## src/assert_macros.svh

```systemverilog
// ----------------------------------------------------------------------------
// assert_macros.svh
// Concurrent assertion helpers shared by the video port blocks
// ----------------------------------------------------------------------------
`ifndef ASSERT_MACROS_SVH
`define ASSERT_MACROS_SVH

// checked property, masked while reset is asserted
`define VDP_ASSERT(lbl, clk, rst_n, prop, msg) \
    lbl: assert property (@(posedge clk) disable iff (!rst_n) prop) else $error(msg);

// checked property that also holds during reset
`define VDP_ASSERT_ALWAYS(lbl, clk, prop, msg) \
    lbl: assert property (@(posedge clk) prop) else $error(msg);

`endif

```

## src/vdp_pkg.sv

```systemverilog
// ----------------------------------------------------------------------------
// vdp_pkg
// Shared types, codes and constants of the video processor port block
// ----------------------------------------------------------------------------
package vdp_pkg;

    // video memory geometry
    localparam int VramDepth = 16384;
    localparam int VramAw    = $clog2(VramDepth);
    localparam int AddrW     = 14;

    // processor actions
    localparam logic [2:0] ACT_DATA_WRITE = 3'd0;
    localparam logic [2:0] ACT_DATA_READ  = 3'd1;
    localparam logic [2:0] ACT_CTRL_WRITE = 3'd2;
    localparam logic [2:0] ACT_STAT_READ  = 3'd3;
    localparam logic [2:0] ACT_LINE_TICK  = 3'd4;

    // configuration register indexes
    localparam logic [1:0] CFG_VRAM_SIZE = 2'd0;
    localparam logic [1:0] CFG_FAMILY    = 2'd1;
    localparam logic [1:0] CFG_REVISION  = 2'd2;
    localparam logic [1:0] CFG_PAL       = 2'd3;

    // control register numbers
    localparam logic [2:0] CR_MODE0   = 3'd0;
    localparam logic [2:0] CR_MODE1   = 3'd1;
    localparam logic [2:0] CR_NAME    = 3'd2;
    localparam logic [2:0] CR_COLOUR  = 3'd3;
    localparam logic [2:0] CR_PATTERN = 3'd4;
    localparam logic [2:0] CR_SATTR   = 3'd5;
    localparam logic [2:0] CR_SPAT    = 3'd6;

    // writable bits of each control register
    localparam logic [7:0] RegWriteMask [8] = '{
        8'h03, 8'hfb, 8'h0f, 8'hff, 8'h07, 8'h7f, 8'h07, 8'hff
    };

    // frame timing
    localparam logic [9:0] TopBorderNtsc = 10'd40;
    localparam logic [9:0] TopBorderPal  = 10'd64;
    localparam logic [9:0] LinesNtsc     = 10'd262;
    localparam logic [9:0] LinesPal      = 10'd313;
    localparam logic [9:0] ActiveLines   = 10'd193;

    // status byte
    localparam logic [4:0] FifthSpriteIdle = 5'd31;
    localparam int         StatVblankBit   = 7;
    localparam int         R1IntEnableBit  = 5;

    // memory request from the port logic
    typedef struct packed {
        logic              re;
        logic              we;
        logic [VramAw-1:0] addr;
        logic [7:0]        wdata;
    } mem_req_t;

    // table bases, masks and mode
    typedef struct packed {
        logic [2:0]       mode;
        logic [AddrW-1:0] name_base;
        logic [AddrW-1:0] colour_base;
        logic [AddrW-1:0] pattern_base;
        logic [AddrW-1:0] sattr_base;
        logic [AddrW-1:0] spat_base;
        logic [AddrW-1:0] colour_mask;
        logic [AddrW-1:0] pattern_mask;
    } tables_t;

    // one result item
    typedef struct packed {
        logic [7:0] read_data;
        logic       int_line;
        tables_t    tbl;
    } result_t;

    // address mask for the selected memory size
    function automatic logic [AddrW-1:0] size_mask(input logic [1:0] sel);
        logic [AddrW:0] sz;
        case (sel)
            2'd0:    sz = 15'd4096;
            2'd1:    sz = 15'd8192;
            default: sz = 15'd16384;
        endcase
        if (sz > 15'(VramDepth))
            sz = 15'(VramDepth);
        return AddrW'(sz - 15'd1);
    endfunction

endpackage

```

## src/vdp_out_buf.sv

```systemverilog
// ----------------------------------------------------------------------------
// vdp_out_buf
// Output register with a skid entry for result items
// ----------------------------------------------------------------------------
`include "assert_macros.svh"

module vdp_out_buf (
    input  logic              clk,
    input  logic              rst_n,
    input  logic              push,
    input  vdp_pkg::result_t  push_item,
    output logic              full,
    output logic              out_valid,
    input  logic              out_stall,
    output vdp_pkg::result_t  out_item
);
    import vdp_pkg::*;

    logic    main_valid_reg, main_valid_next;
    logic    skid_valid_reg, skid_valid_next;
    result_t main_reg, main_next;
    result_t skid_reg, skid_next;
    logic    pop;

    // move items towards the output, park one when stalled
    always_comb
    begin
        pop             = main_valid_reg && !out_stall;
        main_valid_next = main_valid_reg;
        skid_valid_next = skid_valid_reg;
        main_next       = main_reg;
        skid_next       = skid_reg;
        if (!main_valid_reg || pop)
        begin
            if (skid_valid_reg)
            begin
                main_next       = skid_reg;
                main_valid_next = 1'b1;
                skid_valid_next = 1'b0;
            end
            else
            begin
                main_next       = push_item;
                main_valid_next = push;
            end
        end
        else if (push)
        begin
            skid_next       = push_item;
            skid_valid_next = 1'b1;
        end
    end

    always_ff @(posedge clk or negedge rst_n)
    begin
        if (!rst_n)
        begin
            main_valid_reg <= 1'b0;
            skid_valid_reg <= 1'b0;
        end
        else
        begin
            main_valid_reg <= main_valid_next;
            skid_valid_reg <= skid_valid_next;
        end
    end

    always_ff @(posedge clk)
    begin
        main_reg <= main_next;
        skid_reg <= skid_next;
    end

    assign full      = skid_valid_reg;
    assign out_valid = main_valid_reg;
    assign out_item  = main_reg;

    // the skid entry is only ever behind a waiting output item
    `VDP_ASSERT_ALWAYS(a_skid_behind_main, clk,
        skid_valid_reg |-> main_valid_reg, "skid entry held with empty output register")

    // nothing may be pushed while the skid entry is occupied
    `VDP_ASSERT(a_no_push_when_full, clk, rst_n,
        skid_valid_reg |-> !push, "item pushed into a full output buffer")

endmodule

```

## config.mk

```make
export PLATFORM = sky130hd
export DESIGN_NAME = vdp_out_buf
export DESIGN_NICKNAME = d
export VERILOG_FILES = /design/src/vdp_pkg.sv /design/src/vdp_out_buf.sv
export VERILOG_INCLUDE_DIRS = /design/src /design/src/src
export SDC_FILE = /design/constraint.sdc
export NUM_CORES = 1
export LEC_CHECK = 0
export ABC_AREA = 1
export BUFFER_PORTS_ARGS = -buffer_cell sky130_fd_sc_hd__buf_2
export CAP_MARGIN = 20
export CORE_ASPECT_RATIO = 0.5
export CORE_MARGIN = 5
export CORE_UTILIZATION = 47
export CTS_CLUSTER_DIAMETER = 60
export DETAILED_ROUTE_END_ITERATION = 8
export PLACE_DENSITY = 0.76
export RECOVER_POWER = 100
export SYNTH_ARGS = -nofsm -noshare
export SYNTH_HDL_FRONTEND = slang
export SYNTH_SLANG_ARGS = --single-unit
```

## constraint.sdc

```tcl
create_clock -name clk -period 8.75 [get_ports clk]
set_input_delay 0.4375 -clock clk [delete_from_list [all_inputs] [get_ports clk]]
set_output_delay 0.4375 -clock clk [all_outputs]
set_load 0.005 [all_outputs]
```

==> reports/metrics.csv, run 1 <==
stage;metric;value;unit
run_status;outcome;finished with violations;
run_status;failing checks;capacitance limit, slew limit;
route;via count;4981;
synth;Ys Warns;0;
finish;area of the multi-input gates;1260;um2
clock_network;htree depth;1;
sta;Final setup viols;0;
die;area of the core;17200;um2
pwr;Lkg Pwr;3.92;nW
setup_path;crit-path max cell delay;2.89;ns
finish;n_diodes;0;
sta;Final Cycle Share;0.594;
finish;Finished Layout Cells;1059;
global_routing;Tot GR Track Use;0.163;
die;Cell Rows;34;
sta;Worst Skew;0.00712;ns
sta;Slew @ Worst Pin;3.99;ns
setup_path;WP buf/inv;1;
route;drt pass-1 iters;4;
setup_path;Worst Setup Start Kind;flip-flop;
synth;Avg Cell Area, Syn;13.9;um2
clock_network;CTS max path bufs;3;
sta;RSZ-0062 raised after global routing;false;
sta;slew margin rel.;-1.66;
finish;NumNets Final;926;
synth;Synth cell types;10;
clock_network;clk slew on worst S/H paths;0.07;ns
setup_path;Setup crit end kind;flip-flop;
setup_path;reg2reg setup slack;3.56;ns
route;average wire per standard cell;16.4;um
clock_network;CTS tree;built;
finish;Reg area;6660;um2
clock_network;TritonCTS Sinks;222;
place;global placer's final weighted congestion;0.790;
setup_path;family with the most delay on the worst path;buffers and inverters;
worst_hold_path;Hold WC Path Type;in2reg;
die;Die W;196;um
route;vias per cell;4.70;
place;Placed Cells incl. Taps;1023;
clock_network;clk_lat worst skew;0.48;ns
setup_path;Worst Path Required;8.75;ns
sta;setup TNS;0;ns
place;Detail Placement HPWL;11300;um
pwr;Final Power;2.35;mW
setup_path;worst-path cell chain;nand2_1 > clkbuf_1;
clock_network;CTS buffer count;20;
route;final wirelength;17400;um
clock_network;clk root buf;clkbuf_16;
sta;Final Hold Fails;0;
clock_network;# hold bufs at CTS;1;
sta;fin crit period;5.19;ns
setup_path;critical path peak fanout;71;
route;ANT nets after route;0;
synth;Net Count, Synth;697;
die;Boundary Pins;226;
sta;f_max;193;MHz
global_routing;pin count of the biggest net entering global routing;87;
run;MaxCap Viol Count;6;
route;drt drc;0;
pwr;peak supply drop;120;uV
die;starting density of the core;0.473;
clock_network;# Post-CTS Setup Buffers;0;
setup_path;crit path DAT;5.19;ns
setup_path;CP Class;reg2reg;
global_routing;first-pass GRT wire length;26100;um
die;Die ar.;20200;um2
global_routing;initial antenna violation count;0;
clock_network;post-CTS sizing;0;
global_routing;total grt overflow;0;
sta;Slew Limit Fails;391;
die;die extent in y;103;um
setup_path;slowest CP cell;clkbuf_1;
synth;#FFs+latches synth;222;
synth;Synth Instances;583;
finish;Layout area overhead;21.0;%
finish;filler cell count in the final layout;1498;
pwr;pwr dens;239;nW/um2
place;# port buffers;225;
finish;layout cells sized above 1;0.126;
global_routing;vias in the first global route;5006;
synth;synthesized area;8120;um2
synth;Seq/Total Area, Yosys;0.820;
route;1st-iter DRT viols;281;
## path summary, 6_finish.rpt
kind	from	to	cells after the start
max	out_valid	out_item[21]	2
min	push_item[13]	skid_reg[13]	1
min in group asynchronous	rst_n	out_valid	2
max reg2reg	out_valid	out_item[21]	2
max in group asynchronous	rst_n	full	2
min reg2reg	skid_reg[9]	out_item[9]	2
## final cells by class
class,count,share of cell area
clock buffer,25,0.0550
clock inverter,10,0.00980
inverter,2,0.000891
multi-input combinational,335,0.129
sequential,222,0.677
tap,234,0.0298
timing repair buffer,231,0.0985
## cells by family (layout without fill, tap and decap cells)
family	Yosys count	in the layout	share of synthesized area
buffers and inverters	26	268	0.0256
flip-flops	222	222	0.820
AND/OR/NAND/NOR	335	335	0.155
## cells in the mapped netlist, drive strengths merged
cell type	count	share of area
nor2	3	0.0014
nand2	332	0.15
dfrtp	2	0.0062
edfxtp	220	0.81
inv	2	0.00092
buf	21	0.023
clkbuf	3	0.0014
## metal layers
metal	global-route usage	part of all wire
met5	0	0
met4	0.0509	0.022
met2	0.300	0.53
met1	0.202	0.40
met3	0.0284	0.042
## metrics by stage
stage	area (um2)	utilization	worst slack (ns)	hold WS, ns
2_1_floorplan	8120	-	0.363	0.142
3_3_place_gp	9400	0.547	6.47	0.236
3_5_place_dp	9400	0.547	6.44	0.238
4_1_cts	10000	0.584	6.09	0.125
5_1_grt	9830	0.572	2.99	0.114
6_report	9830	0.572	3.56	0.142
## placed cells by master, fill, tap and decap left out
cell type,count
nand2_1,332
edfxtp_1,220
clkbuf_1,158
buf_2,76
clkbuf_16,21
clkinv_1,5
nor2_1,2
bufinv_16,2
clkinv_2,2
dfrtp_1,2
clkinvlp_2,1
inv_1,1
nor2_4,1
clkinvlp_4,1
dlygate4sd3_1,1
## power by group
part	internal (mW)	total [mW]	leakage [nW]	switching [mW]
logic	0.0682	0.189	1.46	0.120
registers	1.27	1.30	2.16	0.0280
clock network	0.497	0.861	0.308	0.365
total	1.84	2.35	3.92	0.513
Power figures use the tool's default switching activity.
==> inputs of run 2 (changes only) <==
ABC_AREA = 0   (was 1)
CORE_UTILIZATION = 52   (was 47)
PLACE_DENSITY = 0.8   (was 0.76)
clock period = 5.2 ns   (was 8.75 ns; I/O delays follow)
==> reports/metrics.csv, run 2 <==
stage;metric;value;unit;change
synth;Ys Warns;0;;unchanged
clock_network;# Post-CTS Setup Buffers;0;;unchanged
setup_path;critical path peak fanout;68;;-4.2%
sta;f_max;269;MHz;+40%
clock_network;clk_lat worst skew;0.48;ns;about the same
global_routing;vias in the first global route;5014;;+0.16%
sta;Slew Limit Fails;102;;-74%
route;drt drc;0;;unchanged
sta;fin crit period;3.72;ns;-1.48 ns
run;MaxCap Viol Count;2;;-4
setup_path;Worst Path Required;5.31;ns;-3.44 ns
place;global placer's final weighted congestion;0.768;;-2.9%
clock_network;clk root buf;clkbuf_16;;
route;vias per cell;4.99;;+6.2%
sta;setup TNS;0;ns;unchanged
worst_hold_path;Hold Startpoint;push;;
clock_network;# hold bufs at CTS;111;;+110
global_routing;Tot GR Track Use;0.191;;+0.0275
synth;Synth cell types;10;;unchanged
setup_path;r2r worst-path depth;2;;unchanged
die;area of the core;15300;um2;-11%
setup_path;r2r startpoint;out_valid;;
global_routing;pin count of the biggest net entering global routing;80;;-8.0%
synth;ys async rst share;0.00901;;unchanged
place;Area after DPL;9340;um2;-0.57%
route;via count;4574;;-8.2%
setup_path;CP Class;reg2reg;;
place;DP Worst Slack;2.85;ns;-3.60 ns
clock_network;post-CTS sizing;0;;unchanged
clock_network;CTS max path bufs;3;;unchanged
finish;Layout area overhead;35.5;%;
synth;Synth Instances;348;;-40%
finish;n_diodes;0;;unchanged
finish;layout cells sized above 1;0.267;;+0.141
pwr;pwr dens;365;nW/um2;+53%
worst_hold_path;Hold WC Path Type;in2reg;;
global_routing;first-pass GRT wire length;27300;um;+4.3%
clock_network;clk slew on worst S/H paths;0.06;ns;about the same
global_routing;initial antenna violation count;0;;unchanged
sta;Worst Skew;0.0110;ns;+0.00388 ns
sta;RSZ-0062 raised after global routing;false;;
finish;most frequent cells in the layout;edfxtp_1 (220), clkbuf_1 (176), dlygate4sd3_1 (111);;
die;starting density of the core;0.525;;+0.0529
place;Detail Placement HPWL;10500;um;-7.2%
run_status;outcome;finished with violations;;
clock_network;CTS buffer count;20;;unchanged
sta;Slew @ Worst Pin;2.97;ns;-1.02 ns
clock_network;CTS tree;built;;
synth;Synth Flop Type;edfxtp_1;;
synth;synth top area cells;edfxtp_1 (82%), mux2_2 (15%), buf_6 (1.1%);;
clock_network;htree depth;1;;unchanged
die;Die W;186;um;-5.2%
die;Cell Rows;32;;-5.9%
die;Die ar.;18200;um2;-9.8%
synth;top cell type by total area after synthesis;edfxtp_1;;
synth;most frequent cell after synthesis;edfxtp_1;;
synth;Yosys top cell area share;0.822;;+0.00861
setup_path;crit path DAT;3.82;ns;-1.37 ns
synth;Net Count, Synth;462;;-34%
global_routing;total grt overflow;0;;unchanged
worst_hold_path;Worst Hold Depth;2;;+1
sta;setup ws final;1.48;ns;-2.07 ns
sta;Final Hold Fails;0;;unchanged
sta;slew margin rel.;-0.982;;+0.675
sta;Final Cycle Share;0.715;;+0.121
route;ANT nets after route;0;;unchanged
clock_network;TritonCTS Sinks;222;;unchanged
setup_path;reg2reg setup slack;1.48;ns;-2.07 ns
die;die extent in y;97.9;um;-4.9%
synth;Commonest cells post-synth;edfxtp_1 (220), mux2_2 (110), buf_6 (8);;
pwr;peak supply drop;260;uV;+120%
pwr;Lkg Pwr;3.78;nW;-3.6%
synth;Seq/Total Area, Yosys;0.828;;+0.00868
place;# port buffers;225;;unchanged
synth;Avg Cell Area, Syn;23.1;um2;+66%
synth;EDFF count, synth;220;;unchanged
sta;Final setup viols;0;;unchanged
route;final wirelength;17800;um;+2.8%
route;drt pass-1 iters;4;;unchanged
pwr;Final Power;3.98;mW;+69%
run_status;failing checks;capacitance limit, slew limit;;
finish;commonest non-fill, non-tap cell in the layout;edfxtp_1;;
setup_path;CP startpoint;out_valid;;
route;average wire per standard cell;19.5;um;+19%
finish;cell area after layout;10900;um2;+11%
route;1st-iter DRT viols;246;;-12%
synth;synthesized area;8040;um2;-1.0%
setup_path;Worst Setup Start Kind;flip-flop;;
synth;#FFs+latches synth;222;;unchanged
die;Boundary Pins;226;;unchanged
setup_path;Setup crit end kind;flip-flop;;
finish;NumNets Final;812;;-12%
sta;Final Hold Slack;0.0360;ns;-0.106 ns
[run 2: cell types whose count changed after synthesis, sizes merged]
| cell | change |
|---|---|
| clkbuf | -3 |
| o211a | +1 |
| inv | -2 |
| and3 | +1 |
| nand2 | -331 |
| mux2 | +110 |
| buf | -9 |
| nor2 | -3 |
| a211o | +1 |
[run 2: where the power goes]
group	switching, mW	internal (mW)
logic	0.168	0.190
clock network	0.610	0.830
registers	0.0520	2.13
total	0.830	3.15
[run 2: final cells by class]
type                            count  area [um2]
Sequential cell                   222        6660
Timing Repair Buffer              340        2070
Fill cell                        1033        4410
Clock buffer                       29         586
Tap cell                          204         255
Multi-Input combinational cell    114        1270
Clock inverter                      7        52.6
[run 2: per-layer routing]
metal  GRT usage  up-vias  wire length [um]
met5           0        -                 0
met4      0.0705        0               581
met3      0.0320       44               703
met2       0.354      142              9730
met1       0.224     2281              6830
li1            -     2107                 -
[run 2: critical path, stage by stage (launching register included)]
cell	delay (ns)
dfrtp_1	0.43
nand2_1	2.10
buf_4	0.76
[run 2: cells by family (layout without fill, tap and decap cells)]
family / Yosys count / count (layout) / share of synthesized area
mux: 110 / 110 / 0.154
simple gates: 2 / 2 / 0.00125
flops: 222 / 222 / 0.828
compound gates: 2 / 2 / 0.00234
buf+inv: 12 / 376 / 0.0140
[run 2: per-stage QoR]
stage | util | std cells
after floorplan | - | 348
after CTS | 0.725 | 915
after detailed placement | 0.611 | 768
after global placement | 0.611 | 768
final | 0.712 | 916
after global routing | 0.712 | 916
[run 2: final timing paths]
check / to
worst max-delay path: out_item[14]
worst min-delay path: out_valid
worst max register to register: out_item[14]
worst min register to register: out_item[109]
max in group asynchronous: full
min in group asynchronous: full
==> inputs of run 3 (changes only) <==
clock period = 3.7 ns   (was 5.2 ns; I/O delays follow)
==> reports/metrics.csv, run 3 (same netlist as run 2, synthesis figures left out) <==
stage;metric;value;unit;change
run_status;outcome;finished with violations;;
run_status;failing checks;capacitance limit, slew limit;;
finish;layout cells sized above 1;0.283;;+0.0161
sta;setup TNS;0;ns;unchanged
global_routing;pin count of the biggest net entering global routing;69;;-14%
setup_path;Worst Path Required;3.87;ns;-1.44 ns
finish;cell area after layout;10900;um2;+0.32%
route;drt drc;0;;unchanged
clock_network;TritonCTS Sinks;222;;unchanged
pwr;peak supply drop;314;uV;+21%
die;Die ar.;18200;um2;unchanged
finish;most frequent cells in the layout;edfxtp_1 (220), clkbuf_1 (170), dlygate4sd3_1 (114);;
finish;NumNets Final;815;;+0.37%
finish;n_diodes;0;;unchanged
global_routing;total grt overflow;0;;unchanged
setup_path;worst-path cell chain;nand2_2 > buf_12;;
pwr;Lkg Pwr;3.80;nW;+0.44%
sta;Final Cycle Share;0.647;;-0.0672
setup_path;slowest CP cell;nand2_2;;
sta;fin crit period;2.40;ns;-1.32 ns
setup_path;Setup crit end kind;flip-flop;;
route;average wire per standard cell;19.1;um;-1.9%
place;global placer's final weighted congestion;0.760;;-1.0%
die;area of the core;15300;um2;unchanged
setup_path;crit-path max cell delay;1.19;ns;-0.91 ns
clock_network;clk_lat worst skew;0.49;ns;about the same
setup_path;critical path peak fanout;68;;unchanged
sta;Final Hold Fails;0;;unchanged
route;1st-iter DRT viols;169;;-31%
global_routing;initial antenna violation count;0;;unchanged
clock_network;CTS buffer count;20;;unchanged
finish;Layout area overhead;35.9;%;
clock_network;clk slew on worst S/H paths;0.06;ns;about the same
clock_network;htree depth;1;;unchanged
setup_path;CP Class;reg2reg;;
clock_network;CTS tree;built;;
setup_path;crit path DAT;2.56;ns;-1.26 ns
sta;slew margin rel.;-0.129;;+0.853
clock_network;CTS max path bufs;3;;unchanged
sta;f_max;417;MHz;+55%
global_routing;first-pass GRT wire length;26700;um;-2.3%
sta;Slew Limit Fails;68;;-33%
global_routing;vias in the first global route;4969;;-0.90%
sta;Slew @ Worst Pin;1.69;ns;-1.28 ns
worst_hold_path;Hold WC Path Type;in2async;;
setup_path;Worst Setup Start Kind;flip-flop;;
route;final wirelength;17500;um;-1.6%
die;starting density of the core;0.525;;unchanged
finish;filler cell count in the final layout;1056;;+2.2%
die;Cell Rows;32;;unchanged
place;Area after DPL;9380;um2;+0.35%
clock_network;# Post-CTS Setup Buffers;0;;unchanged
pwr;pwr dens;509;nW/um2;+39%
sta;Final setup viols;0;;unchanged
global_routing;Tot GR Track Use;0.188;;-0.00337
route;drt pass-1 iters;5;;+1
place;Detail Placement HPWL;10500;um;about the same
finish;commonest non-fill, non-tap cell in the layout;edfxtp_1;;
die;die extent in y;97.9;um;unchanged
setup_path;WP buf/inv;1;;unchanged
route;via count;4544;;-0.66%
place;DP Worst Slack;1.61;ns;-1.23 ns
route;vias per cell;4.95;;-0.87%
sta;Final Hold Slack;0.0176;ns;-0.0184 ns
sta;RSZ-0062 raised after global routing;false;;
place;# port buffers;225;;unchanged
run;MaxCap Viol Count;1;;-1
die;Boundary Pins;226;;unchanged
die;Die W;186;um;unchanged
sta;setup ws final;1.30;ns;-0.180 ns
finish;Final Util;0.714;;+0.00229
clock_network;clk root buf;clkbuf_16;;
setup_path;family with the most delay on the worst path;simple AND/OR/NAND/NOR gates;;
route;ANT nets after route;0;;unchanged
sta;Worst Skew;0.00552;ns;-0.00549 ns
## run 3: final timing paths
kind / slack, ns / end / depth (start not counted) / start
worst max register to register: 1.30 / out_item[92] / 2 / out_valid
worst min register to register: 0.55 / out_item[6] / 1 / skid_reg[6]
worst max-delay path: 1.30 / out_item[92] / 2 / out_valid
min in group clk: 0.42 / skid_reg[57] / 2 / push_item[57]
max in group asynchronous: 3.54 / full / 2 / rst_n
worst min-delay path: 0.02 / out_valid / 2 / rst_n
## run 3: metrics by stage
step                      power (mW)  instances
final                           5.56        918
after detailed placement        3.55        769
after CTS                       5.62        918
after global routing            5.76        918
after floorplan                 3.31        348
after global placement          3.53        769
## run 3: area by class of cell
class	instances	area (um2)	area share
Clock buffer	25	541	0.0495
Clock inverter	10	81.3	0.00744
Multi-Input combinational cell	114	1270	0.117
Sequential cell	222	6660	0.610
Tap cell	204	255	0.0234
Timing Repair Buffer	343	2110	0.193
## run 3: what timing repair did
| item | in CTS | in global routing |
|---|---|---|
| hold buffers | 114 | 0 |
| gates resized for setup | 0 | 0 |
| hold endpoints to repair | 115 | 0 |
## run 3: worst register-to-register path: cells and delay by family (launching register included)
family        cells  cell delay (ns)
buf+inv           1             0.43
flops             1             0.43
simple gates      1             1.19
## run 3: where the power goes
group / total [mW] / internal, mW / switching (mW)
Combinational: 0.510 / 0.272 / 0.238
Sequential: 3.05 / 2.98 / 0.0660
Clock: 2.00 / 1.11 / 0.888
## run 3: metal layers
metal / vias to the layer above / wire length [um] / GRT usage
li1: 2109 / - / -
met1: 2232 / 6720 / 0.220
met2: 145 / 9220 / 0.340
met3: 58 / 856 / 0.0398
met4: 0 / 760 / 0.0716
met5: - / 0 / 0
