**src/assert_macros.svh**
```systemverilog
// ----------------------------------------------------------------------------
// assert_macros.svh
// Concurrent assertion helpers shared by the video port blocks
// ----------------------------------------------------------------------------
`ifndef ASSERT_MACROS_SVH
`define ASSERT_MACROS_SVH

// checked property, masked while reset is asserted
`define VDP_ASSERT(lbl, clk, rst_n, prop, msg) \
    lbl: assert property (@(posedge clk) disable iff (!rst_n) prop) else $error(msg);

// checked property that also holds during reset
`define VDP_ASSERT_ALWAYS(lbl, clk, prop, msg) \
    lbl: assert property (@(posedge clk) prop) else $error(msg);

`endif

```
**src/vdp_pkg.sv**
```systemverilog
// ----------------------------------------------------------------------------
// vdp_pkg
// Shared types, codes and constants of the video processor port block
// ----------------------------------------------------------------------------
package vdp_pkg;

    // video memory geometry
    localparam int VramDepth = 16384;
    localparam int VramAw    = $clog2(VramDepth);
    localparam int AddrW     = 14;

    // processor actions
    localparam logic [2:0] ACT_DATA_WRITE = 3'd0;
    localparam logic [2:0] ACT_DATA_READ  = 3'd1;
    localparam logic [2:0] ACT_CTRL_WRITE = 3'd2;
    localparam logic [2:0] ACT_STAT_READ  = 3'd3;
    localparam logic [2:0] ACT_LINE_TICK  = 3'd4;

    // configuration register indexes
    localparam logic [1:0] CFG_VRAM_SIZE = 2'd0;
    localparam logic [1:0] CFG_FAMILY    = 2'd1;
    localparam logic [1:0] CFG_REVISION  = 2'd2;
    localparam logic [1:0] CFG_PAL       = 2'd3;

    // control register numbers
    localparam logic [2:0] CR_MODE0   = 3'd0;
    localparam logic [2:0] CR_MODE1   = 3'd1;
    localparam logic [2:0] CR_NAME    = 3'd2;
    localparam logic [2:0] CR_COLOUR  = 3'd3;
    localparam logic [2:0] CR_PATTERN = 3'd4;
    localparam logic [2:0] CR_SATTR   = 3'd5;
    localparam logic [2:0] CR_SPAT    = 3'd6;

    // writable bits of each control register
    localparam logic [7:0] RegWriteMask [8] = '{
        8'h03, 8'hfb, 8'h0f, 8'hff, 8'h07, 8'h7f, 8'h07, 8'hff
    };

    // frame timing
    localparam logic [9:0] TopBorderNtsc = 10'd40;
    localparam logic [9:0] TopBorderPal  = 10'd64;
    localparam logic [9:0] LinesNtsc     = 10'd262;
    localparam logic [9:0] LinesPal      = 10'd313;
    localparam logic [9:0] ActiveLines   = 10'd193;

    // status byte
    localparam logic [4:0] FifthSpriteIdle = 5'd31;
    localparam int         StatVblankBit   = 7;
    localparam int         R1IntEnableBit  = 5;

    // memory request from the port logic
    typedef struct packed {
        logic              re;
        logic              we;
        logic [VramAw-1:0] addr;
        logic [7:0]        wdata;
    } mem_req_t;

    // table bases, masks and mode
    typedef struct packed {
        logic [2:0]       mode;
        logic [AddrW-1:0] name_base;
        logic [AddrW-1:0] colour_base;
        logic [AddrW-1:0] pattern_base;
        logic [AddrW-1:0] sattr_base;
        logic [AddrW-1:0] spat_base;
        logic [AddrW-1:0] colour_mask;
        logic [AddrW-1:0] pattern_mask;
    } tables_t;

    // one result item
    typedef struct packed {
        logic [7:0] read_data;
        logic       int_line;
        tables_t    tbl;
    } result_t;

    // address mask for the selected memory size
    function automatic logic [AddrW-1:0] size_mask(input logic [1:0] sel);
        logic [AddrW:0] sz;
        case (sel)
            2'd0:    sz = 15'd4096;
            2'd1:    sz = 15'd8192;
            default: sz = 15'd16384;
        endcase
        if (sz > 15'(VramDepth))
            sz = 15'(VramDepth);
        return AddrW'(sz - 15'd1);
    endfunction

endpackage

```
**src/vdp_regs.sv**
```systemverilog
// ----------------------------------------------------------------------------
// vdp_regs
// Port state: address latch, read-ahead, control registers, status, timing
// ----------------------------------------------------------------------------
`include "assert_macros.svh"

module vdp_regs (
    input  logic                         clk,
    input  logic                         rst_n,
    input  logic                         accept,
    input  logic [2:0]                   action,
    input  logic [7:0]                   data,
    input  logic                         cfg_we,
    input  logic [1:0]                   cfg_index,
    input  logic [1:0]                   cfg_data,
    input  logic [7:0]                   mem_rdata,
    output vdp_pkg::mem_req_t            mem_req,
    output vdp_pkg::result_t             result
);
    import vdp_pkg::*;

    // configuration
    logic [1:0] size_sel_reg;
    logic       family_reg;
    logic       rev_a_reg;
    logic       pal_reg;

    // port state
    logic [7:0]       ctrl_reg [8];
    logic [7:0]       ctrl_next [8];
    logic [7:0]       status_reg, status_next;
    logic [AddrW-1:0] addr_reg, addr_next;
    logic [7:0]       ra_reg, ra_next;
    logic             pend_reg, pend_next;
    logic             int_reg, int_next;
    logic [8:0]       line_reg, line_next;
    tables_t          tbl_reg, tbl_next;
    logic             fetch_reg, fetch_next;

    // working values
    logic [AddrW-1:0] sm;
    logic [7:0]       ra_eff;
    logic [7:0]       rd;
    logic [AddrW-1:0] addr_m;
    logic [AddrW-1:0] addr_hi;
    logic [2:0]       wr_idx;
    logic [7:0]       wr_val;
    logic             bitmap;
    logic [AddrW-1:0] cmask;
    logic [AddrW-1:0] pmask;
    logic [7:0]       pm_low;
    logic [9:0]       line_inc;
    logic [9:0]       top_border;
    logic [9:0]       frame_lines;

    // configuration writes
    always_ff @(posedge clk or negedge rst_n)
    begin
        if (!rst_n)
        begin
            size_sel_reg <= 2'd2;
            family_reg   <= 1'b0;
            rev_a_reg    <= 1'b1;
            pal_reg      <= 1'b0;
        end
        else if (cfg_we)
        begin
            case (cfg_index)
                CFG_VRAM_SIZE: size_sel_reg <= cfg_data;
                CFG_FAMILY:    family_reg   <= cfg_data[0];
                CFG_REVISION:  rev_a_reg    <= cfg_data[0];
                CFG_PAL:       pal_reg      <= cfg_data[0];
                default:       size_sel_reg <= size_sel_reg;
            endcase
        end
    end

    // shared terms
    always_comb
    begin
        sm          = size_mask(size_sel_reg);
        ra_eff      = fetch_reg ? mem_rdata : ra_reg;
        addr_m      = addr_reg & sm;
        addr_hi     = {data[5:0], addr_reg[7:0]} & sm;
        wr_idx      = data[2:0];
        wr_val      = addr_hi[7:0] & RegWriteMask[wr_idx];
        top_border  = pal_reg ? TopBorderPal : TopBorderNtsc;
        frame_lines = pal_reg ? LinesPal : LinesNtsc;
        line_inc    = {1'b0, line_reg} + 10'd1;
        for (int i = 0; i < 8; i++)
            ctrl_next[i] = ctrl_reg[i];
        ctrl_next[wr_idx] = wr_val;
        bitmap = ctrl_next[CR_MODE0][1];
        // bitmap-mode index masks from the updated registers
        cmask  = {4'b0000, ctrl_next[CR_COLOUR][6:0], 3'b111};
        pm_low = family_reg ? cmask[7:0] : 8'hff;
        pmask  = {4'b0000, ctrl_next[CR_PATTERN][1:0], pm_low};
    end

    // action decode
    always_comb
    begin
        status_next = status_reg;
        addr_next   = addr_reg;
        ra_next     = ra_eff;
        pend_next   = pend_reg;
        int_next    = int_reg;
        line_next   = line_reg;
        tbl_next    = tbl_reg;
        fetch_next  = 1'b0;
        rd          = 8'h00;
        mem_req     = '0;

        if (accept)
        begin
            case (action)
                ACT_DATA_WRITE:
                begin
                    mem_req.we    = 1'b1;
                    mem_req.addr  = addr_m[VramAw-1:0];
                    mem_req.wdata = data;
                    addr_next     = (addr_m + 1'b1) & sm;
                    ra_next       = data;
                    pend_next     = 1'b0;
                end
                ACT_DATA_READ:
                begin
                    rd           = ra_eff;
                    mem_req.re   = 1'b1;
                    mem_req.addr = addr_m[VramAw-1:0];
                    fetch_next   = 1'b1;
                    addr_next    = (addr_m + 1'b1) & sm;
                    pend_next    = 1'b0;
                end
                ACT_CTRL_WRITE:
                begin
                    if (!pend_reg)
                    begin
                        addr_next = {addr_reg[AddrW-1:8], data} & sm;
                        pend_next = 1'b1;
                    end
                    else
                    begin
                        pend_next = 1'b0;
                        addr_next = addr_hi;
                        if (data[7])
                        begin
                            // control register write
                            case (wr_idx)
                                CR_MODE0:
                                begin
                                    if (bitmap)
                                    begin
                                        tbl_next.colour_base =
                                            {ctrl_next[CR_COLOUR][7], 13'b0} & sm;
                                        tbl_next.pattern_base =
                                            {ctrl_next[CR_PATTERN][2], 13'b0} & sm;
                                        tbl_next.colour_mask  = cmask;
                                        tbl_next.pattern_mask = pmask;
                                    end
                                    else
                                    begin
                                        tbl_next.colour_base =
                                            {ctrl_next[CR_COLOUR], 6'b0} & sm;
                                        tbl_next.pattern_base =
                                            {ctrl_next[CR_PATTERN][2:0], 11'b0} & sm;
                                    end
                                    tbl_next.mode = {ctrl_next[CR_MODE1][3],
                                                     rev_a_reg & ctrl_next[CR_MODE0][1],
                                                     ctrl_next[CR_MODE1][4]};
                                end
                                CR_MODE1:
                                begin
                                    int_next = status_reg[StatVblankBit]
                                             & ctrl_next[CR_MODE1][R1IntEnableBit];
                                    tbl_next.mode = {ctrl_next[CR_MODE1][3],
                                                     rev_a_reg & ctrl_next[CR_MODE0][1],
                                                     ctrl_next[CR_MODE1][4]};
                                end
                                CR_NAME:
                                    tbl_next.name_base = {wr_val[3:0], 10'b0} & sm;
                                CR_COLOUR:
                                begin
                                    if (bitmap)
                                    begin
                                        tbl_next.colour_base  = {wr_val[7], 13'b0} & sm;
                                        tbl_next.colour_mask  = cmask;
                                        tbl_next.pattern_mask = pmask;
                                    end
                                    else
                                        tbl_next.colour_base = {wr_val, 6'b0} & sm;
                                end
                                CR_PATTERN:
                                begin
                                    if (bitmap)
                                    begin
                                        tbl_next.pattern_base = {wr_val[2], 13'b0} & sm;
                                        tbl_next.colour_mask  = cmask;
                                        tbl_next.pattern_mask = pmask;
                                    end
                                    else
                                        tbl_next.pattern_base = {wr_val[2:0], 11'b0} & sm;
                                end
                                CR_SATTR:
                                    tbl_next.sattr_base = {wr_val[6:0], 7'b0} & sm;
                                CR_SPAT:
                                    tbl_next.spat_base = {wr_val[2:0], 11'b0} & sm;
                                default:
                                    tbl_next = tbl_reg;
                            endcase
                        end
                        else if (!data[6])
                        begin
                            // read-ahead after the address load
                            mem_req.re   = 1'b1;
                            mem_req.addr = addr_hi[VramAw-1:0];
                            fetch_next   = 1'b1;
                            addr_next    = (addr_hi + 1'b1) & sm;
                        end
                    end
                end
                ACT_STAT_READ:
                begin
                    rd          = status_reg;
                    status_next = {3'b000, FifthSpriteIdle};
                    int_next    = status_next[StatVblankBit]
                                & ctrl_reg[CR_MODE1][R1IntEnableBit];
                    pend_next   = 1'b0;
                end
                ACT_LINE_TICK:
                begin
                    if (line_inc == top_border + ActiveLines)
                    begin
                        status_next[StatVblankBit] = 1'b1;
                        int_next = ctrl_reg[CR_MODE1][R1IntEnableBit];
                    end
                    if (line_inc >= frame_lines)
                        line_next = '0;
                    else
                        line_next = line_inc[8:0];
                end
                default:
                    rd = 8'h00;
            endcase
        end
    end

    // control registers only change on a register write
    always_ff @(posedge clk or negedge rst_n)
    begin
        if (!rst_n)
        begin
            for (int i = 0; i < 8; i++)
                ctrl_reg[i] <= 8'h00;
        end
        else if (accept && action == ACT_CTRL_WRITE && pend_reg && data[7])
        begin
            for (int i = 0; i < 8; i++)
                ctrl_reg[i] <= ctrl_next[i];
        end
    end

    // port state registers
    always_ff @(posedge clk or negedge rst_n)
    begin
        if (!rst_n)
        begin
            status_reg <= 8'h00;
            addr_reg   <= '0;
            ra_reg     <= 8'h00;
            pend_reg   <= 1'b0;
            int_reg    <= 1'b0;
            line_reg   <= '0;
            fetch_reg  <= 1'b0;
            tbl_reg    <= '{mode: 3'b000, name_base: '0, colour_base: '0,
                            pattern_base: '0, sattr_base: '0, spat_base: '0,
                            colour_mask: 14'h3fff, pattern_mask: 14'h3fff};
        end
        else
        begin
            status_reg <= status_next;
            addr_reg   <= addr_next;
            ra_reg     <= ra_next;
            pend_reg   <= pend_next;
            int_reg    <= int_next;
            line_reg   <= line_next;
            fetch_reg  <= fetch_next;
            tbl_reg    <= tbl_next;
        end
    end

    // result item reflects the state after the action
    assign result.read_data = rd;
    assign result.int_line  = int_next;
    assign result.tbl       = tbl_next;

    // a pending fetch always comes from the item accepted just before
    `VDP_ASSERT(a_fetch_follows_accept, clk, rst_n,
        fetch_reg |-> $past(accept), "read-ahead fetch without an accepted item")

    // a status read leaves the idle fifth-sprite value behind
    `VDP_ASSERT(a_status_reload, clk, rst_n,
        (accept && action == ACT_STAT_READ) |=> (status_reg == {3'b000, FifthSpriteIdle}),
        "status byte not reloaded after status read")

endmodule

```
**config.mk**
```make
export PLATFORM = sky130hd
export DESIGN_NAME = vdp_regs
export DESIGN_NICKNAME = d
export VERILOG_FILES = /design/src/vdp_pkg.sv /design/src/vdp_regs.sv
export VERILOG_INCLUDE_DIRS = /design/src /design/src/src
export SDC_FILE = /design/constraint.sdc
export NUM_CORES = 1
export LEC_CHECK = 0
export ABC_AREA = 1
export ABC_CLOCK_PERIOD_IN_PS = 2700
export BUFFER_PORTS_ARGS = -buffer_cell sky130_fd_sc_hd__buf_2
export CAP_MARGIN = 20
export CORE_MARGIN = 2
export CORE_UTILIZATION = 55
export DETAILED_ROUTE_END_ITERATION = 8
export PLACE_DENSITY_LB_ADDON = 0.1
export SYNTH_ARGS = -nofsm -noshare
export SYNTH_HDL_FRONTEND = slang
export SYNTH_SLANG_ARGS = --single-unit
```
**constraint.sdc**
```tcl
create_clock -name clk -period 2.7 [get_ports clk]
set_clock_uncertainty 0.15 [all_clocks]
set_input_delay 0 -clock clk [delete_from_list [all_inputs] [get_ports clk]]
set_output_delay 0 -clock clk [all_outputs]
set_load 0.05 [all_outputs]
```
==> impl_metrics.py, run 1 <==
metrics = {
    "run_status": {
        "outcome": "finished, violations left",
        "violations": "negative setup slack",
    },
    "grt": {
        "grt_pass1_vias": 6234,
        "grt_pass1_wl_um": 30890,
        "grt_max_degree": 76,
        "grt.overflow.total": 0,
        "grtUsageTotal_pct": 27.06,
        "antenna_found_initial": 0,
    },
    "route": {
        "routed_wl_um": 19940,
        "firstDrtPassIters": 5,
        "route.detailed.drc": 0,
        "wl_per_cell_um": 15.58,
        "drt_iter0_drc": 368,
        "vias_per_cell": 5.196,
        "dr_total_vias": 6651,
        "antenna_left": 0,
    },
    "clock_network": {
        "max-clock-path-buffers": 2,
        "clock-sinks": 157,
        "htreeDepth": 4,
        "cts_tree": "done",
        "worst_skew_pair.late_latency_ns": 0.42,
        "path_clk_slew_ns": 0.06,
        "cts_root_buf": "clkbuf_16",
        "cts_buffers": 17,
    },
    "layout": {
        "final_area_sq_mm": 0.009746,
        "n_antenna_cell": 0,
        "layout-drive-gt1-share_pct": 28.71,
        "syn2layout_area_growth_pct": 30.21,
        "fin_util_pct": 73.59,
        "largest_register_ffs": 101,
        "nets": 1127,
    },
    "power_and_ir_drop": {
        "leakage_uw": 0.005050,
        "power.density_mw_per_mm2": 717.8,
        "peakVddDrop_uv": 493.2,
    },
    "yosys": {
        "synth_enable_flop_cells": 0,
        "synth_cells": 860,
        "synth.avg_cell_area_sq_um": 8.703,
        "syn_nets": 896,
        "synth_seq_cells": 157,
        "synthesis.area_sq_mm": 0.007485,
        "synth.yosys.warnings": 0,
        "synth_cell_types": 52,
        "synth-main-ff-cell": "dfrtp_1",
        "ys_seq_area_share_pct": 52.99,
        "ys_async_sr_fraction_pct": 100.0,
    },
    "critical_path": {
        "required_ns": 2.55,
        "max_stage_delay_ns": 0.36,
        "path_class": "reg -> out",
        "path_cells": "inv_2, nor2_4, xor2_2, ha_1, inv_2, nand2_2, nor3_2, nand2_1, nor2_2, nand3_1, nand2_1, nand3_2, a21oi_2, buf_6",
        "cp-start-kind": "register",
        "cp_max_fo": 3,
        "end_kind": "output pin",
        "timing.critical_path.slowest_stage_cell": "dfrtp_1",
        "critPathArrivalTime_ns": 2.69,
    },
    "floorplanning": {
        "coreArea_sq_mm": 0.01324,
        "die_h_um": 120.7,
        "num_io_pins": 161,
        "rows": 42,
        "dieArea_sq_mm": 0.01456,
        "dieWidth_um": 120.7,
        "initial_core_util_pct": 56.52,
    },
    "timing": {
        "timing.hold.ws_ns": 0.02883,
        "fmax_mhz": 352.0,
        "grt_setup_unrepaired": "true",
        "slew_violations": 0,
        "period_needed_ns": 2.841,
        "setup_viol": 1,
        "layout_setup_ws_ns": -0.1412,
        "hold_viol": 0,
        "tightestPinTransition_ns": 0.7114,
        "maxSlewHeadroom_pct": 52.40,
        "fin_crit_sh_pct": 105.2,
    },
    "place": {
        "dp_hpwl_um": 13210,
        "portBuffers": 160,
        "placed_cell_area_sq_mm": 0.008438,
        "routabilityCongestion": 0.9131,
        "dpl_worst_slack_ns": 0.07642,
    },
    "flow_run": {
        "cap_violations": 0,
    },
    "worst_hold_path": {
        "hp-class": "in -> async",
    },
}
[worst max-delay path, delay by kind of cell, from the launching register on]
family          cells  cell delay [ns]
buf+inv             3             0.33
fa+ha+maj           1             0.28
compound gates      1             0.17
flops               1             0.36
simple gates        8             0.94
xor+xnor            1             0.19
[repair_timing]
| action | 4_1_cts | 5_1_grt |
|---|---|---|
| hold endpoints to repair | 150 | 0 |
| buffers inserted | 6 | 19 |
| setup endpoints to repair | 1 | 25 |
| gates cloned | 0 | 1 |
| hold buffers | 41 | 0 |
| pin swaps | 3 | 14 |
| gates resized for setup | 10 | 20 |
[placed cells by master (no fill, tap or decap), types with 5 or more instances in the layout]
master / n
dfrtp_1: 127
a22oi_1: 8
nand2_1: 125
o21bai_1: 10
a21oi_1: 31
o211ai_1: 5
nor2_1: 111
inv_6: 5
or2_1: 6
nor3_1: 12
buf_4: 33
nand2_2: 8
nor2_4: 6
nand3_1: 36
inv_1: 144
nand4_1: 6
buf_2: 155
ha_1: 9
o21ai_0: 63
nor2_2: 7
dfstp_2: 30
o21a_1: 5
a31oi_1: 6
inv_2: 11
clkbuf_16: 17
o22ai_1: 16
mux2i_1: 8
dlygate4sd3_1: 41
[layer usage]
metal	global-route usage [%]	part of all wire, %	vias up
li1	-	-	3216
met1	35.49	43	3194
met2	44.81	50	222
met3	6.274	5.8	19
met4	8.503	1.1	0
met5	0	0	-
[per-stage QoR]
stage,TNS (ns),instances,total power [uW]
after floorplan,-0.4244,860,3952
after global placement,0,1181,4340
after detailed placement,0,1181,4372
after CTS,-0.04968,1260,6878
after global routing,-0.7685,1280,7296
final,-0.1412,1280,6995
[cell type report]
class	count	area, sq um
Sequential cell	157	3966
Fill cell	1020	3497
Multi-Input combinational cell	520	2849
Timing Repair Buffer	236	1519
Inverter	158	600.6
Clock buffer	18	429.2
Tap cell	176	220.2
Clock inverter	14	156.4
Timing Repair inverter	1	5.005
[worst paths after layout]
kind	start	to	slack, ns	cells after the start
hold reg to reg	tbl_reg[27]	tbl_reg[27]	0.30	2
setup reg to reg	line_reg[0]	line_reg[4]	0.05	15
max in group asynchronous	rst_n	size_sel_reg[1]	1.55	3
min in group clk	data[2]	tbl_reg[76]	0.03	4
hold / removal	rst_n	tbl_reg[77]	0.03	2
setup / recovery	line_reg[0]	result[101]	-0.14	14
[Yosys cell counts, drive strengths merged (6+ instances only)]
library cell | number | share of area [%]
a21oi | 33 | 2.4
a22oi | 8 | 0.80
a31oi | 6 | 0.50
buf | 20 | 1.9
dfrtp | 127 | 42
dfstp | 30 | 11
ha | 9 | 1.5
inv | 157 | 7.9
mux2i | 8 | 1.1
nand2 | 135 | 7.1
nand3 | 40 | 2.9
nand4 | 6 | 0.50
nor2 | 125 | 7.1
nor3 | 16 | 1.5
o21ai | 68 | 4.7
o21bai | 10 | 1.0
o22ai | 17 | 1.5
or2 | 9 | 0.75
[cells by family (layout without fill, tap and decap cells)]
group / after synthesis / after routing / synth area share [%]
xor+xnor: 5 / 5 / 0.5851
fa+ha+maj: 9 / 9 / 1.505
buf+inv: 183 / 427 / 10.11
compound gates: 164 / 164 / 13.27
flops: 157 / 157 / 52.99
mux: 10 / 10 / 1.371
simple gates: 332 / 332 / 20.16
[power breakdown]
part	total, uW	switching (uW)	internal (uW)
clock	2390	1010	1380
combinational	1780	1220	564
sequential	2830	191	2640
total	6990	2420	4580
(Power assumes the default switching activity.)
==> inputs of run 2 (changes only) <==
- ABC_AREA: 1 -> not set
==> run 2 against run 1 <==
The run still ends with negative setup slack left. Power decreased by 7.4%. Final area increased by 2.3%. Clock-buffer cell count increased by 2. Combinational power decreased by 33%. Wire length increased by 1.9%. Sequential power decreased by 6%. Register-to-register slack got worse by 0.24 ns. Clock power increased by 10%. Critical path depth decreased by 3. Flip-flop and latch count unchanged. Critical path type unchanged.
==> impl_metrics.py, run 2 <==
metrics = {
    "yosys": {
        "synth_top_cell_by_area": "dfrtp_1",
        "synth_cell_types": 63,
        "synth.avg_cell_area_sq_um": 10.28,
        "synthesis.area_sq_mm": 0.007380,
        "synth_seq_cells": 157,
        "ys_async_sr_fraction_pct": 100.0,
        "ys_seq_area_share_pct": 53.75,
        "synth_most_common_cell": "dfrtp_1",
        "synth_cells": 718,
        "yosysTopAreaCellShare_pct": 43.07,
        "synth_common_cells": "dfrtp_1 (127), nor2_1 (62), nand2_1 (58)",
        "synth_enable_flop_cells": 0,
        "synthTopCellsByArea": "dfrtp_1 (43%), dfstp_2 (11%), mux2_2 (4.1%)",
        "synth.yosys.warnings": 0,
        "synth-main-ff-cell": "dfrtp_1",
        "syn_nets": 754,
    },
    "place": {
        "portBuffers": 160,
        "routabilityCongestion": 0.9162,
        "dpl_worst_slack_ns": -0.2565,
        "place_inst": 1046,
        "placed_cell_area_sq_mm": 0.008554,
        "dp_hpwl_um": 12690,
    },
    "layout": {
        "layout_common_cells": "buf_2 (150), dfrtp_1 (125), nor2_1 (58)",
        "n_antenna_cell": 0,
        "final_common_cell": "buf_2",
        "syn2layout_area_growth_pct": 35.13,
        "stdcell_count": 1136,
        "largest_register_ffs": 101,
        "layout-drive-gt1-share_pct": 37.29,
        "nets": 983,
        "final_area_sq_mm": 0.009972,
        "fin_util_pct": 75.60,
    },
    "clock_network": {
        "max-clock-path-buffers": 2,
        "cts_buffers": 17,
        "cts_root_buf": "clkbuf_16",
        "clock-sinks": 157,
        "path_clk_slew_ns": 0.06,
        "cts_tree": "done",
        "htreeDepth": 4,
        "worst_skew_pair.late_latency_ns": 0.42,
    },
    "grt": {
        "grt_max_degree": 69,
        "grt_pass1_wl_um": 31420,
        "antenna_found_initial": 0,
        "grt_pass1_vias": 6239,
        "grtUsageTotal_pct": 28.00,
        "grt.overflow.total": 0,
    },
    "critical_path": {
        "end_kind": "output pin",
        "timing.critical_path.slowest_stage_cell": "dfrtp_1",
        "max_stage_delay_ns": 0.37,
        "cp-start-kind": "register",
        "path_cells": "buf_4, ha_2, nand3_2, buf_4, nor2_2, xor2_1, nor4_1, o21ai_1, a21oi_1, o221ai_2, buf_6",
        "path_class": "reg -> out",
        "required_ns": 2.55,
        "critPathArrivalTime_ns": 2.81,
        "crit_top_cell": "buf_4",
        "cp_max_fo": 4,
    },
    "floorplanning": {
        "coreArea_sq_mm": 0.01319,
        "die_h_um": 119.8,
        "dieWidth_um": 119.8,
        "rows": 42,
        "initial_core_util_pct": 55.95,
        "dieArea_sq_mm": 0.01436,
        "num_io_pins": 161,
    },
    "timing": {
        "grt_setup_unrepaired": "true",
        "period_needed_ns": 2.959,
        "hold_viol": 0,
        "tightestPinTransition_ns": 0.6564,
        "layout_setup_ws_ns": -0.2589,
        "slew_violations": 0,
        "setup_viol": 10,
        "fin_crit_sh_pct": 109.6,
        "fin_setup_tns_ns": -1.430,
        "maxSlewHeadroom_pct": 56.08,
        "fmax_mhz": 338.0,
    },
    "route": {
        "antenna_left": 0,
        "route.detailed.drc": 0,
        "firstDrtPassIters": 5,
        "dr_total_vias": 6367,
        "vias_per_cell": 5.605,
        "wl_per_cell_um": 17.88,
        "drt_iter0_drc": 484,
        "routed_wl_um": 20310,
    },
    "run_status": {
        "violations": "negative setup slack",
        "outcome": "finished, violations left",
    },
    "power_and_ir_drop": {
        "peakVddDrop_uv": 533.8,
        "power.density_mw_per_mm2": 649.2,
        "leakage_uw": 0.004991,
    },
    "worst_hold_path": {
        "hp-class": "in -> reg",
    },
    "flow_run": {
        "cap_violations": 0,
    },
}
-- run 2: cell count changes after synthesis, sizes merged, moves of 25 or more --
cell    change
nand2      -76
nor2       -62
and2       +32
clkbuf     +26
inv       -138
nor2b      +34
mux2       +25
-- run 2: per-stage QoR --
stage,hold WS (ns),total power [uW]
final,0.03158,6474
after global routing,0.05000,6744
after CTS,0.007239,6426
after detailed placement,-0.1623,3645
after global placement,-0.1657,3612
after floorplan,-0.4456,3244
-- run 2: final timing paths --
kind                             start          end  slack, ns  depth (start not counted)
setup / recovery           line_reg[0]  result[101]      -0.26                         11
hold / removal               action[0]    fetch_reg       0.03                          3
setup reg to reg           line_reg[0]  line_reg[3]      -0.19                         13
hold reg to reg            tbl_reg[64]  tbl_reg[64]       0.32                          1
max in group asynchronous        rst_n  line_reg[2]       1.84                          3
min in group asynchronous        rst_n  tbl_reg[11]       0.08                          2
-- run 2: layer usage --
| layer | vias up | routed length, um | GRT usage (%) |
|---|---|---|---|
| met2 | 272 | 9954 | 45.21 |
| met5 | - | 0 | 0 |
| met4 | 0 | 489 | 10.88 |
| met1 | 3100 | 8445 | 36.50 |
| met3 | 41 | 1420 | 7.129 |
| li1 | 2954 | - | - |
-- run 2: cells by family (layout without fill, tap and decap cells) --
logic type                 count (synthesis)  after routing  share of synthesized area (%)
and+or+nand+nor                          285            285                          21.21
DFF                                      157            157                          53.75
AOI/OAI and AO/OA                        145            145                          11.70
buffers and inverters                     64            306                          3.696
muxes                                     46             46                          6.697
xor gates and xnor gates                  12             12                          1.424
adders and majority gates                  9              9                          1.526
-- run 2: report_power, final --
part / leakage (uW) / switching (uW) / internal (uW)
clock network: 0.000317 / 948 / 1680
logic: 0.00270 / 715 / 486
registers: 0.00197 / 153 / 2490
total: 0.00499 / 1820 / 4660
-- run 2: critical path: cells and delay by family (launching register included) --
family | cells | cell delay [ns]
AOI/OAI and AO/OA | 3 | 0.59
buffers and inverters | 3 | 0.51
and+or+nand+nor | 3 | 0.43
DFF | 1 | 0.37
xor gates and xnor gates | 1 | 0.31
adders and majority gates | 1 | 0.18
-- run 2: final cells by class --
cell class / count / area [sq um]
Multi-Input combinational cell: 497 / 3361
Inverter: 19 / 71.32
Sequential cell: 157 / 3969
Tap cell: 176 / 220.2
Clock buffer: 20 / 446.7
Timing Repair Buffer: 255 / 1695
Fill cell: 910 / 3218
Clock inverter: 12 / 209.0
-- run 2: timing repair --
item                                    CTS  global route
buffers inserted                         10            10
hold endpoints to repair                189             0
endpoints found under the setup margin   21            84
hold buffers                             38             0
gates resized for setup                  23            34
pin swaps                                11             8
==> inputs of run 3 (changes only) <==
- CORE_MARGIN: 2 -> not set
==> run 3 against run 2 <==
The flow still finishes with violations (negative setup slack). Clock-buffer cell count shrank 2. Sequential share of layout area up 0.75 points. Combinational power is essentially flat. Fmax is 6.4% higher. Cell count is 0.44% lower. Global-route usage grew 1.7 points. Worst hold slack got worse by 0.031 ns. Power shrank 5.8%. Critical path depth is 2 higher. First-iteration DRC count down 4.8%. Via count is 0.44% higher. Critical path type is now reg -> reg.
==> impl_metrics.py, run 3 (synthesized netlist as in run 2, its figures left out) <==
metrics = {
    "place": {
        "dp_hpwl_um": 13070,
        "placed_cell_area_sq_mm": 0.008544,
        "portBuffers": 160,
        "routabilityCongestion": 0.8928,
        "dpl_worst_slack_ns": 0.02001,
    },
    "clock_network": {
        "cts_tree": "done",
        "htreeDepth": 4,
        "cts_buffers": 17,
        "cts_root_buf": "clkbuf_16",
        "worst_skew_pair.late_latency_ns": 0.43,
        "path_clk_slew_ns": 0.07,
        "clock-sinks": 157,
        "max-clock-path-buffers": 2,
    },
    "floorplanning": {
        "die_h_um": 117.8,
        "dieArea_sq_mm": 0.01389,
        "dieWidth_um": 117.8,
        "initial_core_util_pct": 57.54,
        "coreArea_sq_mm": 0.01282,
        "rows": 41,
        "num_io_pins": 161,
    },
    "flow_run": {
        "cap_violations": 0,
    },
    "critical_path": {
        "r2r_end": "line_reg[6]",
        "critPathArrivalTime_ns": 2.96,
        "cp_max_fo": 5,
        "end_kind": "register",
        "r2r_cells": 13,
        "cp-start-kind": "register",
        "path_class": "reg -> reg",
        "r2r_start": "line_reg[0]",
        "r2r_setup_slack_ns": -0.08,
        "required_ns": 2.87,
    },
    "grt": {
        "grtUsageTotal_pct": 29.73,
        "grt.overflow.total": 0,
        "grt_max_degree": 70,
        "antenna_found_initial": 1,
        "grt_pass1_vias": 6322,
        "grt_pass1_wl_um": 32240,
    },
    "timing": {
        "setup_viol": 7,
        "period_needed_ns": 2.782,
        "fin_setup_tns_ns": -0.3654,
        "hold_viol": 0,
        "fin_crit_sh_pct": 103.0,
        "grt_setup_unrepaired": "true",
        "tightestPinTransition_ns": 0.6920,
        "fmax_mhz": 359.5,
        "timing.hold.ws_ns": 0.001064,
        "maxSlewHeadroom_pct": 53.70,
        "layout_setup_ws_ns": -0.08177,
        "slew_violations": 0,
    },
    "route": {
        "route.detailed.drc": 0,
        "vias_per_cell": 5.654,
        "wl_per_cell_um": 17.71,
        "dr_total_vias": 6395,
        "routed_wl_um": 20030,
        "drt_iter0_drc": 461,
        "antenna_left": 0,
        "firstDrtPassIters": 5,
    },
    "layout": {
        "nets": 981,
        "final_common_cell": "buf_2",
        "final_area_sq_mm": 0.009794,
        "filler_cell_count": 901,
        "layout-drive-gt1-share_pct": 36.64,
        "layout_common_cells": "buf_2 (155), dfrtp_1 (123), nor2_1 (60)",
        "syn2layout_area_growth_pct": 32.72,
        "largest_register_ffs": 101,
    },
    "worst_hold_path": {
        "hp-class": "in -> async",
    },
    "power_and_ir_drop": {
        "leakage_uw": 0.004927,
        "peakVddDrop_uv": 465.3,
        "power_uw": 6098,
        "power.density_mw_per_mm2": 622.6,
    },
    "run_status": {
        "violations": "negative setup slack",
        "outcome": "finished, violations left",
    },
}
==> run 3: cell count changes in the layout (fill, tap and decap cells not counted), sizes merged <==
cell         change
diode            +1
clkinvlp         -1
clkbuf           -3
inv              +5
clkinv           +3
dlygate4sd3      +4
bufinv           -5
buf              -5
==> run 3: worst max-delay path by stage <==
stage,cells past startpoint,start,endpoint,slack (ns)
final,13,line_reg[0],line_reg[6],-0.08
after global routing,13,line_reg[1],line_reg[7],-0.25
after CTS,10,line_reg[0],result[101],-0.04
after detailed placement,12,line_reg[0],line_reg[6],0.02
after global placement,12,line_reg[0],line_reg[6],0.06
after floorplan,6,pend_reg,tbl_reg[41],-0.27
==> run 3: through the flow <==
stage          cells  util, %
3_5_place_dp    1043    66.62
5_1_grt         1131    76.37
4_1_cts         1126    75.37
2_1_floorplan    718        -
6_report        1131    76.37
3_3_place_gp    1043    66.62
==> run 3: critical path, stage by stage (launching register included) <==
cell      delay (ns)
dfrtp_1         0.41
buf_4           0.15
ha_2            0.18
nand3_2         0.12
xor2_2          0.16
inv_1           0.07
ha_1            0.28
nand2_1         0.08
or3_4           0.38
o21a_1          0.19
o221ai_2        0.07
buf_4           0.18
o21bai_1        0.06
a21o_1          0.18
==> run 3: repair_timing <==
action	in CTS	in global routing
setup buffers	10	4
gates resized for setup	16	22
endpoints found under the setup margin	16	57
hold buffers	41	0
endpoints found under the hold margin	146	0
pin swaps	7	8
==> run 3: layout make-up <==
class	instances	area, sq um	share of cell area, %
flip-flops and latches	157	3971	40.55
diodes	1	2.502	0.02555
multi-input cells	497	3318	33.88
inverters	19	71.32	0.7282
clock inverters	14	126.4	1.290
well taps	172	215.2	2.197
clock buffers	18	439.2	4.484
repair buffers	253	1650	16.85
==> run 3: power by group <==
group / internal, uW / switching [uW] / total (uW)
logic: 470 / 721 / 1190
clock network: 1240 / 1030 / 2270
registers: 2490 / 146 / 2640
==> run 3: per-layer routing <==
| metal | wire length [um] | vias up | global-route usage (%) |
|---|---|---|---|
| met5 | 0 | - | 0 |
| met4 | 532 | 0 | 12.26 |
| met3 | 1079 | 46 | 6.202 |
| met2 | 9817 | 256 | 48.53 |
| met1 | 8601 | 3145 | 38.65 |
| li1 | - | 2948 | - |
